File: config.mk
export PLATFORM = sky130hd
export DESIGN_NAME = battery_mode_controller
export DESIGN_NICKNAME = d
export VERILOG_FILES = /design/src/rtl/core/bmc_pkg.sv /design/src/rtl/core/bmc_csr.sv /design/src/rtl/core/bmc_fsm.sv /design/src/rtl/core/battery_mode_controller.sv
export SDC_FILE = /design/constraint.sdc
export NUM_CORES = 1
export LEC_CHECK = 0
export ABC_CLOCK_PERIOD_IN_PS = 8250
export BUFFER_PORTS_ARGS = -buffer_cell sky130_fd_sc_hd__buf_2
export CORE_MARGIN = 3
export CORE_UTILIZATION = 60
export DETAILED_ROUTE_END_ITERATION = 8
export PLACE_DENSITY = 0.82
export RECOVER_POWER = 50
export SYNTH_ARGS = -nofsm -noshare
export SYNTH_HDL_FRONTEND = slang
export SYNTH_SLANG_ARGS = --single-unit
File: constraint.sdc
create_clock -name clock -period 8.25 [get_ports clock]
set_clock_uncertainty 0.15 [all_clocks]
set_input_delay 0.825 -clock clock [delete_from_list [all_inputs] [get_ports clock]]
set_output_delay 0.825 -clock clock [all_outputs]
set_load 0.05 [all_outputs]
File: src/rtl/core/bmc_pkg.sv
`default_nettype none

package bmc_pkg;

   localparam int CSR_ADDR_W = 5;
   localparam int CSR_DATA_W = 32;
   localparam int CSR_INDEX_W = 3;

   localparam logic [CSR_INDEX_W-1:0] REG_CHG_CUR_THR = 3'd0;
   localparam logic [CSR_INDEX_W-1:0] REG_DSG_CUR_THR = 3'd1;
   localparam logic [CSR_INDEX_W-1:0] REG_START_CHG_SOC = 3'd2;
   localparam logic [CSR_INDEX_W-1:0] REG_START_DSG_SOC = 3'd3;
   localparam logic [CSR_INDEX_W-1:0] REG_STOP_CHG_SOC = 3'd4;
   localparam logic [CSR_INDEX_W-1:0] REG_STOP_DSG_SOC = 3'd5;

   localparam logic signed [15:0] CHG_CUR_THR_RST = 16'sd50;
   localparam logic signed [15:0] DSG_CUR_THR_RST = -16'sd50;
   localparam logic [6:0] START_CHG_SOC_RST = 7'd90;
   localparam logic [6:0] START_DSG_SOC_RST = 7'd20;
   localparam logic [6:0] STOP_CHG_SOC_RST = 7'd95;
   localparam logic [6:0] STOP_DSG_SOC_RST = 7'd5;

   localparam logic OP_TICK = 1'b0;
   localparam logic OP_SET_SWITCH = 1'b1;

   typedef enum logic [1:0] {
      MODE_STANDBY = 2'd0,
      MODE_CHARGING = 2'd1,
      MODE_DISCHARGING = 2'd2,
      MODE_FAULT = 2'd3
   } mode_type;

   typedef struct packed {
      logic signed [15:0] chg_cur_thr;
      logic signed [15:0] dsg_cur_thr;
      logic [6:0] start_chg_soc;
      logic [6:0] start_dsg_soc;
      logic [6:0] stop_chg_soc;
      logic [6:0] stop_dsg_soc;
   } cfg_type;

   typedef struct packed {
      logic opcode;
      logic signed [15:0] current_ma;
      logic [6:0] charge_level;
      logic fault_active;
      logic new_charge_switch;
      logic new_discharge_switch;
   } req_type;

   typedef struct packed {
      mode_type mode;
      logic charge_switch;
      logic discharge_switch;
      logic charge_command;
      logic discharge_command;
   } rsp_type;

endpackage

`default_nettype wire

File: src/rtl/core/bmc_csr.sv
`default_nettype none

module bmc_csr (
   input wire logic clock,
   input wire logic reset,
   input wire logic csr_psel,
   input wire logic csr_penable,
   input wire logic csr_pwrite,
   input wire logic [bmc_pkg::CSR_ADDR_W-1:0] csr_paddr,
   input wire logic [bmc_pkg::CSR_DATA_W-1:0] csr_pwdata,
   output logic [bmc_pkg::CSR_DATA_W-1:0] csr_prdata,
   output logic csr_pready,
   output bmc_pkg::cfg_type cfg
);
   import bmc_pkg::*;

   cfg_type cfg_ff;
   cfg_type cfg_in;
   logic wr_en;
   logic [CSR_INDEX_W-1:0] index;

   assign csr_pready = 1'b1;
   assign wr_en = csr_psel && csr_penable && csr_pwrite;
   assign index = csr_paddr[CSR_ADDR_W-1:2];
   assign cfg = cfg_ff;

   always_comb begin
      cfg_in = cfg_ff;
      if (wr_en) begin
         unique case (index)
            REG_CHG_CUR_THR: cfg_in.chg_cur_thr = csr_pwdata[15:0];
            REG_DSG_CUR_THR: cfg_in.dsg_cur_thr = csr_pwdata[15:0];
            REG_START_CHG_SOC: cfg_in.start_chg_soc = csr_pwdata[6:0];
            REG_START_DSG_SOC: cfg_in.start_dsg_soc = csr_pwdata[6:0];
            REG_STOP_CHG_SOC: cfg_in.stop_chg_soc = csr_pwdata[6:0];
            REG_STOP_DSG_SOC: cfg_in.stop_dsg_soc = csr_pwdata[6:0];
            default: cfg_in = cfg_ff;
         endcase
      end
   end

   always_comb begin
      unique case (index)
         REG_CHG_CUR_THR: csr_prdata = CSR_DATA_W'(cfg_ff.chg_cur_thr);
         REG_DSG_CUR_THR: csr_prdata = CSR_DATA_W'(cfg_ff.dsg_cur_thr);
         REG_START_CHG_SOC: csr_prdata = {{(CSR_DATA_W-7){1'b0}}, cfg_ff.start_chg_soc};
         REG_START_DSG_SOC: csr_prdata = {{(CSR_DATA_W-7){1'b0}}, cfg_ff.start_dsg_soc};
         REG_STOP_CHG_SOC: csr_prdata = {{(CSR_DATA_W-7){1'b0}}, cfg_ff.stop_chg_soc};
         REG_STOP_DSG_SOC: csr_prdata = {{(CSR_DATA_W-7){1'b0}}, cfg_ff.stop_dsg_soc};
         default: csr_prdata = '0;
      endcase
   end

   always_ff @(posedge clock) begin
      if (reset) begin
         cfg_ff.chg_cur_thr <= CHG_CUR_THR_RST;
         cfg_ff.dsg_cur_thr <= DSG_CUR_THR_RST;
         cfg_ff.start_chg_soc <= START_CHG_SOC_RST;
         cfg_ff.start_dsg_soc <= START_DSG_SOC_RST;
         cfg_ff.stop_chg_soc <= STOP_CHG_SOC_RST;
         cfg_ff.stop_dsg_soc <= STOP_DSG_SOC_RST;
      end else begin
         cfg_ff <= cfg_in;
      end
   end

endmodule

`default_nettype wire

File: src/rtl/core/bmc_fsm.sv
`default_nettype none

module bmc_fsm #(
   parameter int CONFIRM_TICKS = 3
) (
   input wire logic clock,
   input wire logic reset,
   input wire logic step_en,
   input bmc_pkg::req_type req_data,
   input bmc_pkg::cfg_type cfg,
   output bmc_pkg::rsp_type rsp_data
);
   import bmc_pkg::*;

   localparam int CNT_W = $clog2(CONFIRM_TICKS + 1);
   localparam logic [CNT_W-1:0] CNT_LAST = CNT_W'(CONFIRM_TICKS);

   mode_type mode_ff, mode_in, mode_eff;
   logic chg_flag_ff, chg_flag_in;
   logic dsg_flag_ff, dsg_flag_in;
   logic [CNT_W-1:0] chg_req_cnt_ff, chg_req_cnt_in;
   logic [CNT_W-1:0] dsg_req_cnt_ff, dsg_req_cnt_in;
   logic [CNT_W-1:0] chg_done_cnt_ff, chg_done_cnt_in;
   logic [CNT_W-1:0] dsg_done_cnt_ff, dsg_done_cnt_in;
   logic chg_cmd, dsg_cmd;
   logic [CNT_W-1:0] chg_req_inc, dsg_req_inc, chg_done_inc, dsg_done_inc;

   assign mode_eff = req_data.fault_active ? MODE_FAULT : mode_ff;
   assign chg_req_inc = chg_req_cnt_ff + 1'b1;
   assign dsg_req_inc = dsg_req_cnt_ff + 1'b1;
   assign chg_done_inc = chg_done_cnt_ff + 1'b1;
   assign dsg_done_inc = dsg_done_cnt_ff + 1'b1;

   always_comb begin
      mode_in = mode_ff;
      chg_flag_in = chg_flag_ff;
      dsg_flag_in = dsg_flag_ff;
      chg_req_cnt_in = chg_req_cnt_ff;
      dsg_req_cnt_in = dsg_req_cnt_ff;
      chg_done_cnt_in = chg_done_cnt_ff;
      dsg_done_cnt_in = dsg_done_cnt_ff;
      chg_cmd = 1'b0;
      dsg_cmd = 1'b0;
      if (req_data.opcode == OP_SET_SWITCH) begin
         chg_flag_in = req_data.new_charge_switch;
         dsg_flag_in = req_data.new_discharge_switch;
      end else begin
         mode_in = mode_eff;
         unique case (mode_eff)
            MODE_STANDBY: begin
               if (req_data.current_ma > cfg.chg_cur_thr) begin
                  mode_in = MODE_CHARGING;
               end else if (req_data.current_ma < cfg.dsg_cur_thr) begin
                  mode_in = MODE_DISCHARGING;
               end
               if (!chg_flag_ff && (req_data.charge_level < cfg.start_chg_soc)) begin
                  if (chg_req_inc >= CNT_LAST) begin
                     chg_req_cnt_in = '0;
                     chg_flag_in = 1'b1;
                     chg_cmd = 1'b1;
                  end else begin
                     chg_req_cnt_in = chg_req_inc;
                  end
               end
               if (!dsg_flag_ff && (req_data.charge_level > cfg.start_dsg_soc)) begin
                  if (dsg_req_inc >= CNT_LAST) begin
                     dsg_req_cnt_in = '0;
                     dsg_flag_in = 1'b1;
                     dsg_cmd = 1'b1;
                  end else begin
                     dsg_req_cnt_in = dsg_req_inc;
                  end
               end
            end
            MODE_CHARGING: begin
               if (req_data.current_ma < cfg.chg_cur_thr) begin
                  mode_in = MODE_STANDBY;
               end else if (req_data.charge_level >= cfg.stop_chg_soc) begin
                  if (chg_done_inc >= CNT_LAST) begin
                     chg_done_cnt_in = '0;
                     mode_in = MODE_STANDBY;
                     chg_flag_in = 1'b0;
                     chg_cmd = 1'b1;
                  end else begin
                     chg_done_cnt_in = chg_done_inc;
                  end
               end
            end
            MODE_DISCHARGING: begin
               if (req_data.current_ma > cfg.dsg_cur_thr) begin
                  mode_in = MODE_STANDBY;
               end else if (req_data.charge_level <= cfg.stop_dsg_soc) begin
                  if (dsg_done_inc >= CNT_LAST) begin
                     dsg_done_cnt_in = '0;
                     mode_in = MODE_STANDBY;
                     dsg_flag_in = 1'b0;
                     dsg_cmd = 1'b1;
                  end else begin
                     dsg_done_cnt_in = dsg_done_inc;
                  end
               end
            end
            MODE_FAULT: begin
               if (!req_data.fault_active) begin
                  mode_in = MODE_STANDBY;
               end
            end
            default: mode_in = MODE_STANDBY;
         endcase
      end
   end

   assign rsp_data.mode = mode_in;
   assign rsp_data.charge_switch = chg_flag_in;
   assign rsp_data.discharge_switch = dsg_flag_in;
   assign rsp_data.charge_command = chg_cmd;
   assign rsp_data.discharge_command = dsg_cmd;

   always_ff @(posedge clock) begin
      if (reset) begin
         mode_ff <= MODE_STANDBY;
         chg_flag_ff <= 1'b1;
         dsg_flag_ff <= 1'b1;
         chg_req_cnt_ff <= '0;
         dsg_req_cnt_ff <= '0;
         chg_done_cnt_ff <= '0;
         dsg_done_cnt_ff <= '0;
      end else if (step_en) begin
         mode_ff <= mode_in;
         chg_flag_ff <= chg_flag_in;
         dsg_flag_ff <= dsg_flag_in;
         chg_req_cnt_ff <= chg_req_cnt_in;
         dsg_req_cnt_ff <= dsg_req_cnt_in;
         chg_done_cnt_ff <= chg_done_cnt_in;
         dsg_done_cnt_ff <= dsg_done_cnt_in;
      end
   end

   a_cnt_below_last: assert property (@(posedge clock) disable iff (reset)
      (chg_req_cnt_ff < CNT_LAST) && (dsg_req_cnt_ff < CNT_LAST) &&
      (chg_done_cnt_ff < CNT_LAST) && (dsg_done_cnt_ff < CNT_LAST))
      else $error("confirmation counter reached its limit without clearing");

   a_chg_cmd_dir: assert property (@(posedge clock) disable iff (reset)
      step_en && chg_cmd |-> chg_flag_in == (mode_eff == MODE_STANDBY))
      else $error("charge command does not match the charge switch direction");

   a_dsg_cmd_dir: assert property (@(posedge clock) disable iff (reset)
      step_en && dsg_cmd |-> dsg_flag_in == (mode_eff == MODE_STANDBY))
      else $error("discharge command does not match the discharge switch direction");

   a_set_keeps_mode: assert property (@(posedge clock) disable iff (reset)
      step_en && (req_data.opcode == OP_SET_SWITCH) |=> mode_ff == $past(mode_ff))
      else $error("direct switch write changed the mode");

   a_fault_forces_mode: assert property (@(posedge clock) disable iff (reset)
      step_en && (req_data.opcode == OP_TICK) && req_data.fault_active
      |=> mode_ff == MODE_FAULT)
      else $error("raised fault did not leave the block in fault mode");

endmodule

`default_nettype wire

File: src/rtl/core/battery_mode_controller.sv
// Battery pack mode controller.
// Requests arrive on the req_ channel (req_valid, req_stall, req_data) and each one
// produces exactly one response on the rsp_ channel (rsp_valid, rsp_stall, rsp_data).
// A request is taken at a rising edge with valid high and stall low, on both sides.
// Every request goes into an input register; when the response register is free,
// the mode logic evaluates it against the stored mode, switch flags and counters,
// updates that state and loads the response register, so each request passes the
// input and then the response register. While the receiver does not stall, one
// request per cycle is sustained; the mode and counter loop holds no extra register.
// When the receiver stalls, the response register holds; the input register still
// takes one more request, and req_stall rises only once both are full.
// The user must write thresholds through the csr_ port (pready always high) only
// while no request is in flight (not enforced); they read back sign or zero extended.
// Synchronous reset empties both registers, puts the block in standby with both
// switches enabled and all counters at zero, and restores the threshold defaults.

`default_nettype none

module battery_mode_controller #(
   parameter int CONFIRM_TICKS = 3
) (
   input wire logic clock,
   input wire logic reset,
   input wire logic req_valid,
   output logic req_stall,
   input bmc_pkg::req_type req_data,
   output logic rsp_valid,
   input wire logic rsp_stall,
   output bmc_pkg::rsp_type rsp_data,
   input wire logic csr_psel,
   input wire logic csr_penable,
   input wire logic csr_pwrite,
   input wire logic [bmc_pkg::CSR_ADDR_W-1:0] csr_paddr,
   input wire logic [bmc_pkg::CSR_DATA_W-1:0] csr_pwdata,
   output logic [bmc_pkg::CSR_DATA_W-1:0] csr_prdata,
   output logic csr_pready
);
   import bmc_pkg::*;

   cfg_type cfg;
   logic in_valid_ff, in_valid_in;
   req_type in_data_ff;
   logic out_valid_ff, out_valid_in;
   rsp_type out_data_ff;
   rsp_type step_rsp;
   logic out_free, step_en, req_take;

   assign out_free = !out_valid_ff || !rsp_stall;
   assign step_en = in_valid_ff && out_free;
   assign req_stall = in_valid_ff && !out_free;
   assign req_take = req_valid && !req_stall;
   assign in_valid_in = req_take || (in_valid_ff && !step_en);
   assign out_valid_in = step_en || (out_valid_ff && rsp_stall);

   assign rsp_valid = out_valid_ff;
   assign rsp_data = out_data_ff;

   bmc_csr u_csr (
      .clock(clock),
      .reset(reset),
      .csr_psel(csr_psel),
      .csr_penable(csr_penable),
      .csr_pwrite(csr_pwrite),
      .csr_paddr(csr_paddr),
      .csr_pwdata(csr_pwdata),
      .csr_prdata(csr_prdata),
      .csr_pready(csr_pready),
      .cfg(cfg)
   );

   bmc_fsm #(
      .CONFIRM_TICKS(CONFIRM_TICKS)
   ) u_fsm (
      .clock(clock),
      .reset(reset),
      .step_en(step_en),
      .req_data(in_data_ff),
      .cfg(cfg),
      .rsp_data(step_rsp)
   );

   always_ff @(posedge clock) begin
      if (reset) begin
         in_valid_ff <= 1'b0;
         out_valid_ff <= 1'b0;
      end else begin
         in_valid_ff <= in_valid_in;
         out_valid_ff <= out_valid_in;
      end
   end

   always_ff @(posedge clock) begin
      if (req_take) begin
         in_data_ff <= req_data;
      end
      if (step_en) begin
         out_data_ff <= step_rsp;
      end
   end

endmodule

`default_nettype wire

# Word level (Yosys, flattened, before mapping)
# Index checks and enable logic that the tools add are counted.
# classes
muxes	43
n_eq_ne	8
magnitude_cmp	12
reduce_logical	31
bitwise_logic	3
add_sub_neg	4
# ops
operator	n
case mux 32 bit (6 select lines)	1
greater-than comparator 16 bit	2
less-than comparator 16 bit	2
two-way mux 2 bit	15
two-way mux 1 bit	22
AND reduction 2 bit	6
AND reduction 5 bit	2
logical AND 1 bit	9
adder 2 x 1 -> 2 bit, second input constant	4
greater-or-equal comparator 2 bit, second input constant	4
case mux 1 bit (2 select lines)	4
case mux 2 bit (4 select lines)	1
AND reduction 4 bit	2
greater-or-equal comparator 7 bit	1
greater-than comparator 7 bit	1
<= comparator 7 bit	1
zero test 1 bit	7
less-than comparator 7 bit	1
== test 3 x 2 -> 1 bit, second input constant	2
== test 3 bit, second input constant	2
== test 2 bit, second input constant	2
== test 3 x 1 -> 1 bit, second input constant	1
zero test 3 bit	1
logical OR 1 bit	3
other kinds (3)	5
# word_totals
wordCells	127
reg_bits	107
output_inout_bits	41

# Longest topological paths before layout
# logic_depth
word_depth	7
mapped_depth	9
depth_no_buf	9

# Cells and area by module
# From an unflattened synthesis, not the netlist that was laid out.
# hier_totals
hier_cells	679
area_unflattened_um2	6456.2
# modules_own_cells
mod	cells_each	seq_area_each_um2	area_each_um2	instances
bmc_csr	334	1201.2	3095.5	1
bmc_fsm	302	240.2	2283.4	1
battery_mode_controller	43	1031.0	1077.3	1

# Worst setup path before layout
# Ideal clock, no wire load.
# synth_path
path_kind	in2out
startpoint	in csr_paddr[2] (netlist bit)
endpoint	out csr_prdata[16] (netlist bit)
setup_slack_ps	3898
t_arrival_ps	3377
cell_stages	6
cell_sequence	clkbuf_1 clkbuf_1 buf_1 mux2i_1 nor2_1 buf_4
# synth_via
elab_chain_cells	2
word_cells_on_any_way	7
# synth_rtl
item	line_no	text
start, declared	battery_mode_controller.sv:33	input wire logic [bmc_pkg::CSR_ADDR_W-1:0] csr_paddr,
== test 3 bit, or another cell as far along	bmc_csr.sv:43	unique case (index)
case mux 32 bit (6 select lines) *	bmc_csr.sv:43	
end, declared	battery_mode_controller.sv:35	output logic [bmc_pkg::CSR_DATA_W-1:0] csr_prdata,
# Every way passes the cells marked *; elsewhere a longest branch is shown, timed or not.

==> results.cfg <==
[grt]
grt_util_all_layers_pct = 26.6
global_route_wire_length_before_repair_mm = 24.0
grt_antenna_before_repair = 0
pin_count_of_the_biggest_net_entering_global_routing = 43
grt.overflow.total = 0
first_global_vias = 4963

[sta]
report.final.hold_viol_count = 0
final-setup-viol-count = 0
tightest_slew_ns = 2.29
timing.max_slew.rel_slack_pct = -52.5
fmax_achieved_mhz = 254
fin_ws_ns = 4.31
slew_violations = 80
post-route-min-period_ns = 3.94
final_min_period_over_clock_period_pct = 47.7
setup_repair_after_global_routing_missed_its_margin = false
setup-tns-final_ns = 0

[power]
internal_power_uw = 718
irDropWorstVdd_uv = 118
clockPowerShare_pct = 29.2
power.share.combinational_pct = 15.0
p_leak_uw = 0.00303
p_sw_uw = 303
power.share.sequential_pct = 55.7
power_switching_share_pct = 29.7
power_density_cells_nw_per_um2 = 152

[clock_network]
cts_tree = built
post-cts-setup-buffers = 0
total_of_cells_resized_after_clock_tree_synthesis = 0
clock_path_buffers = 2
numClockSinks = 107
worst_skew_pair.late_latency_ns = 0.39
clk_transition_reported_paths_ns = 0.10
cts-htree-levels = 3
cts_hold_repair.buffers = 0
clock_buffer_count_from_cts = 9
cts_root_buf = clkbuf_8

[cells_and_area]
most-common-layout-cells = nand2_1 (87), buf_2 (83), dfxtp_1 (74)
mostFrequentLayoutCell = nand2_1
layout-drive-gt1-share_pct = 15.2
seqCellArea_um2 = 2470
antenna_cells = 0
final_net_count = 868
multi_input_comb_area_um2 = 3180
area_growth_from_synthesis_to_final_layout_pct = 9.43
n_fill_cell = 803

[yosys]
mappedNetlistNets = 807
netlist.area_leader.share_pct = 24.1
synth-main-ff-cell = dfxtp_1
yosys-top-cells-area = dfxtp_1 (24%), edfxtp_1 (16%), ha_1 (12%)
synth.ff_latch_count = 107
synth_enable_flop_cells = 33
synth_largest_area_cell = dfxtp_1
yosysSeqAreaShare_pct = 40.3
ys.warnings.count = 0
synth_cell_types = 59
synth-async-reset-ratio_pct = 0
postSynthAreaPerCell_um2 = 9.07
synth_cells = 677
mappedNetlistArea_um2 = 6140

[drt]
route.vias.total = 5172
remaining_drc_errors = 0
dr.pass1.iters = 5
first_iter_violations = 294
post_drt_wl_per_cell_um = 16.7
routed_wl_mm = 14.6
final_antenna_net_count = 0
via_per_inst = 5.90

[critical_path]
cp_data_required_time_ns = 8.26
crit_fanout = 42
critical_path_arrival_ns = 3.94
setup.worst_path.end_class = flip-flop
timing_worst_setup_path_type = input pin to flip-flop
worst_setup_path_start_kind = input pin

[status]
violations = max-capacitance violations, max-slew violations
outcome = finished, violations left

[placement]
hpwl_mm = 10.9
gp_congestion = 0.875
dp_worst_setup_slack_ns = 4.70
io_buffer_count = 92

[floorplanning]
die-area_um2 = 11500
coreArea_um2 = 9860
overall_die_width_um = 107
io-pin-count = 112
die-height_um = 107
start_util_pct = 62.3
rows = 36

[hold_path]
hold_class = flip-flop to flip-flop

[run]
maxCapViolations = 2
## area by class of cell
class,instances,area share [%]
clock buffer,10,1.90
tap,133,2.48
inverter,68,3.80
clock inverter,6,0.726
timing repair buffer,96,7.02
multi-input combinational,456,47.3
sequential,107,36.8
## metal layers
layer	GRT usage, %	routed length [µm]
met1	36.1	6540
met3	6.14	1110
met4	8.22	261
met5	0	0
met2	42.3	6730
## state kept, by name, indices dropped and copies added (netlist names)
| signal | count |
|---|---|
| u_fsm.mode_ff | 2 |
| u_fsm.chg_done_cnt_ff | 2 |
| u_fsm.chg_flag_ff | 1 |
| in_data_ff | 27 |
| in_valid_ff | 1 |
| u_fsm.dsg_req_cnt_ff | 2 |
| rsp_valid | 1 |
| u_fsm.dsg_done_cnt_ff | 2 |
| u_fsm.dsg_flag_ff | 1 |
| u_csr.cfg | 60 |
| rsp_data | 6 |
| u_fsm.chg_req_cnt_ff | 2 |
## logic make-up after synthesis
group                      count (synthesis)  synth area share, %
DFF                                      107                 40.3
muxes                                     50                 8.21
AOI/OAI and AO/OA                        139                 15.2
and+or+nand+nor                          207                 16.2
buffers and inverters                    114                 8.03
adders and majority gates                 59                 12.0
other                                      1               0.0611
## cells in the mapped netlist, types with 5 or more instances
cell / count
nand2b_1: 7
ha_1: 59
o22ai_1: 5
nor2b_1: 10
clkbuf_1: 24
nand4_1: 11
a211oi_1: 9
mux2i_1: 47
inv_1: 67
nor2_1: 51
a21oi_1: 42
a21o_1: 12
o211ai_1: 28
a22oi_1: 6
o31ai_1: 6
dfxtp_1: 74
edfxtp_1: 33
buf_4: 17
nor4_1: 6
o21ai_0: 9
nand2_1: 87
## worst max-delay path: stages
cell and delay (ns):
clkbuf_1 1.60, clkinv_1 0.22, clkbuf_1 0.84, nand2_1 0.33, o32ai_1 0.11
## per-stage QoR
step	hold WS, ns	area [µm²]	total power (µW)	utilization, %	cells
2_1_floorplan	0.295	6140	689	-	677
3_3_place_gp	0.306	6560	728	66.5	860
3_5_place_dp	0.315	6560	734	66.5	860
4_1_cts	0.329	6740	1030	68.3	876
5_1_grt	0.362	6720	1070	68.1	876
6_report	0.326	6720	1020	68.1	876
## final timing paths
kind | to | startpoint | cells after the start | slack [ns]
hold reg to reg | u_csr.cfg[56] | u_csr.cfg[56] | 2 | 0.33
setup reg to reg | u_fsm.dsg_flag_ff | in_data_ff[4] | 8 | 5.13
setup / recovery | u_fsm.mode_ff[1] | reset | 5 | 4.31
hold / removal | u_csr.cfg[56] | u_csr.cfg[56] | 2 | 0.33
## power by group through the flow
stage | clock (µW) | sequential, µW | combinational (µW)
finish | 299 | 569 | 154
global route | 328 | 571 | 168
CTS | 305 | 569 | 154
detailed placement | 0 | 581 | 153
global placement | 0 | 580 | 148
floorplan | 0 | 580 | 109
No activity file was read; power rests on OpenSTA's default activity.
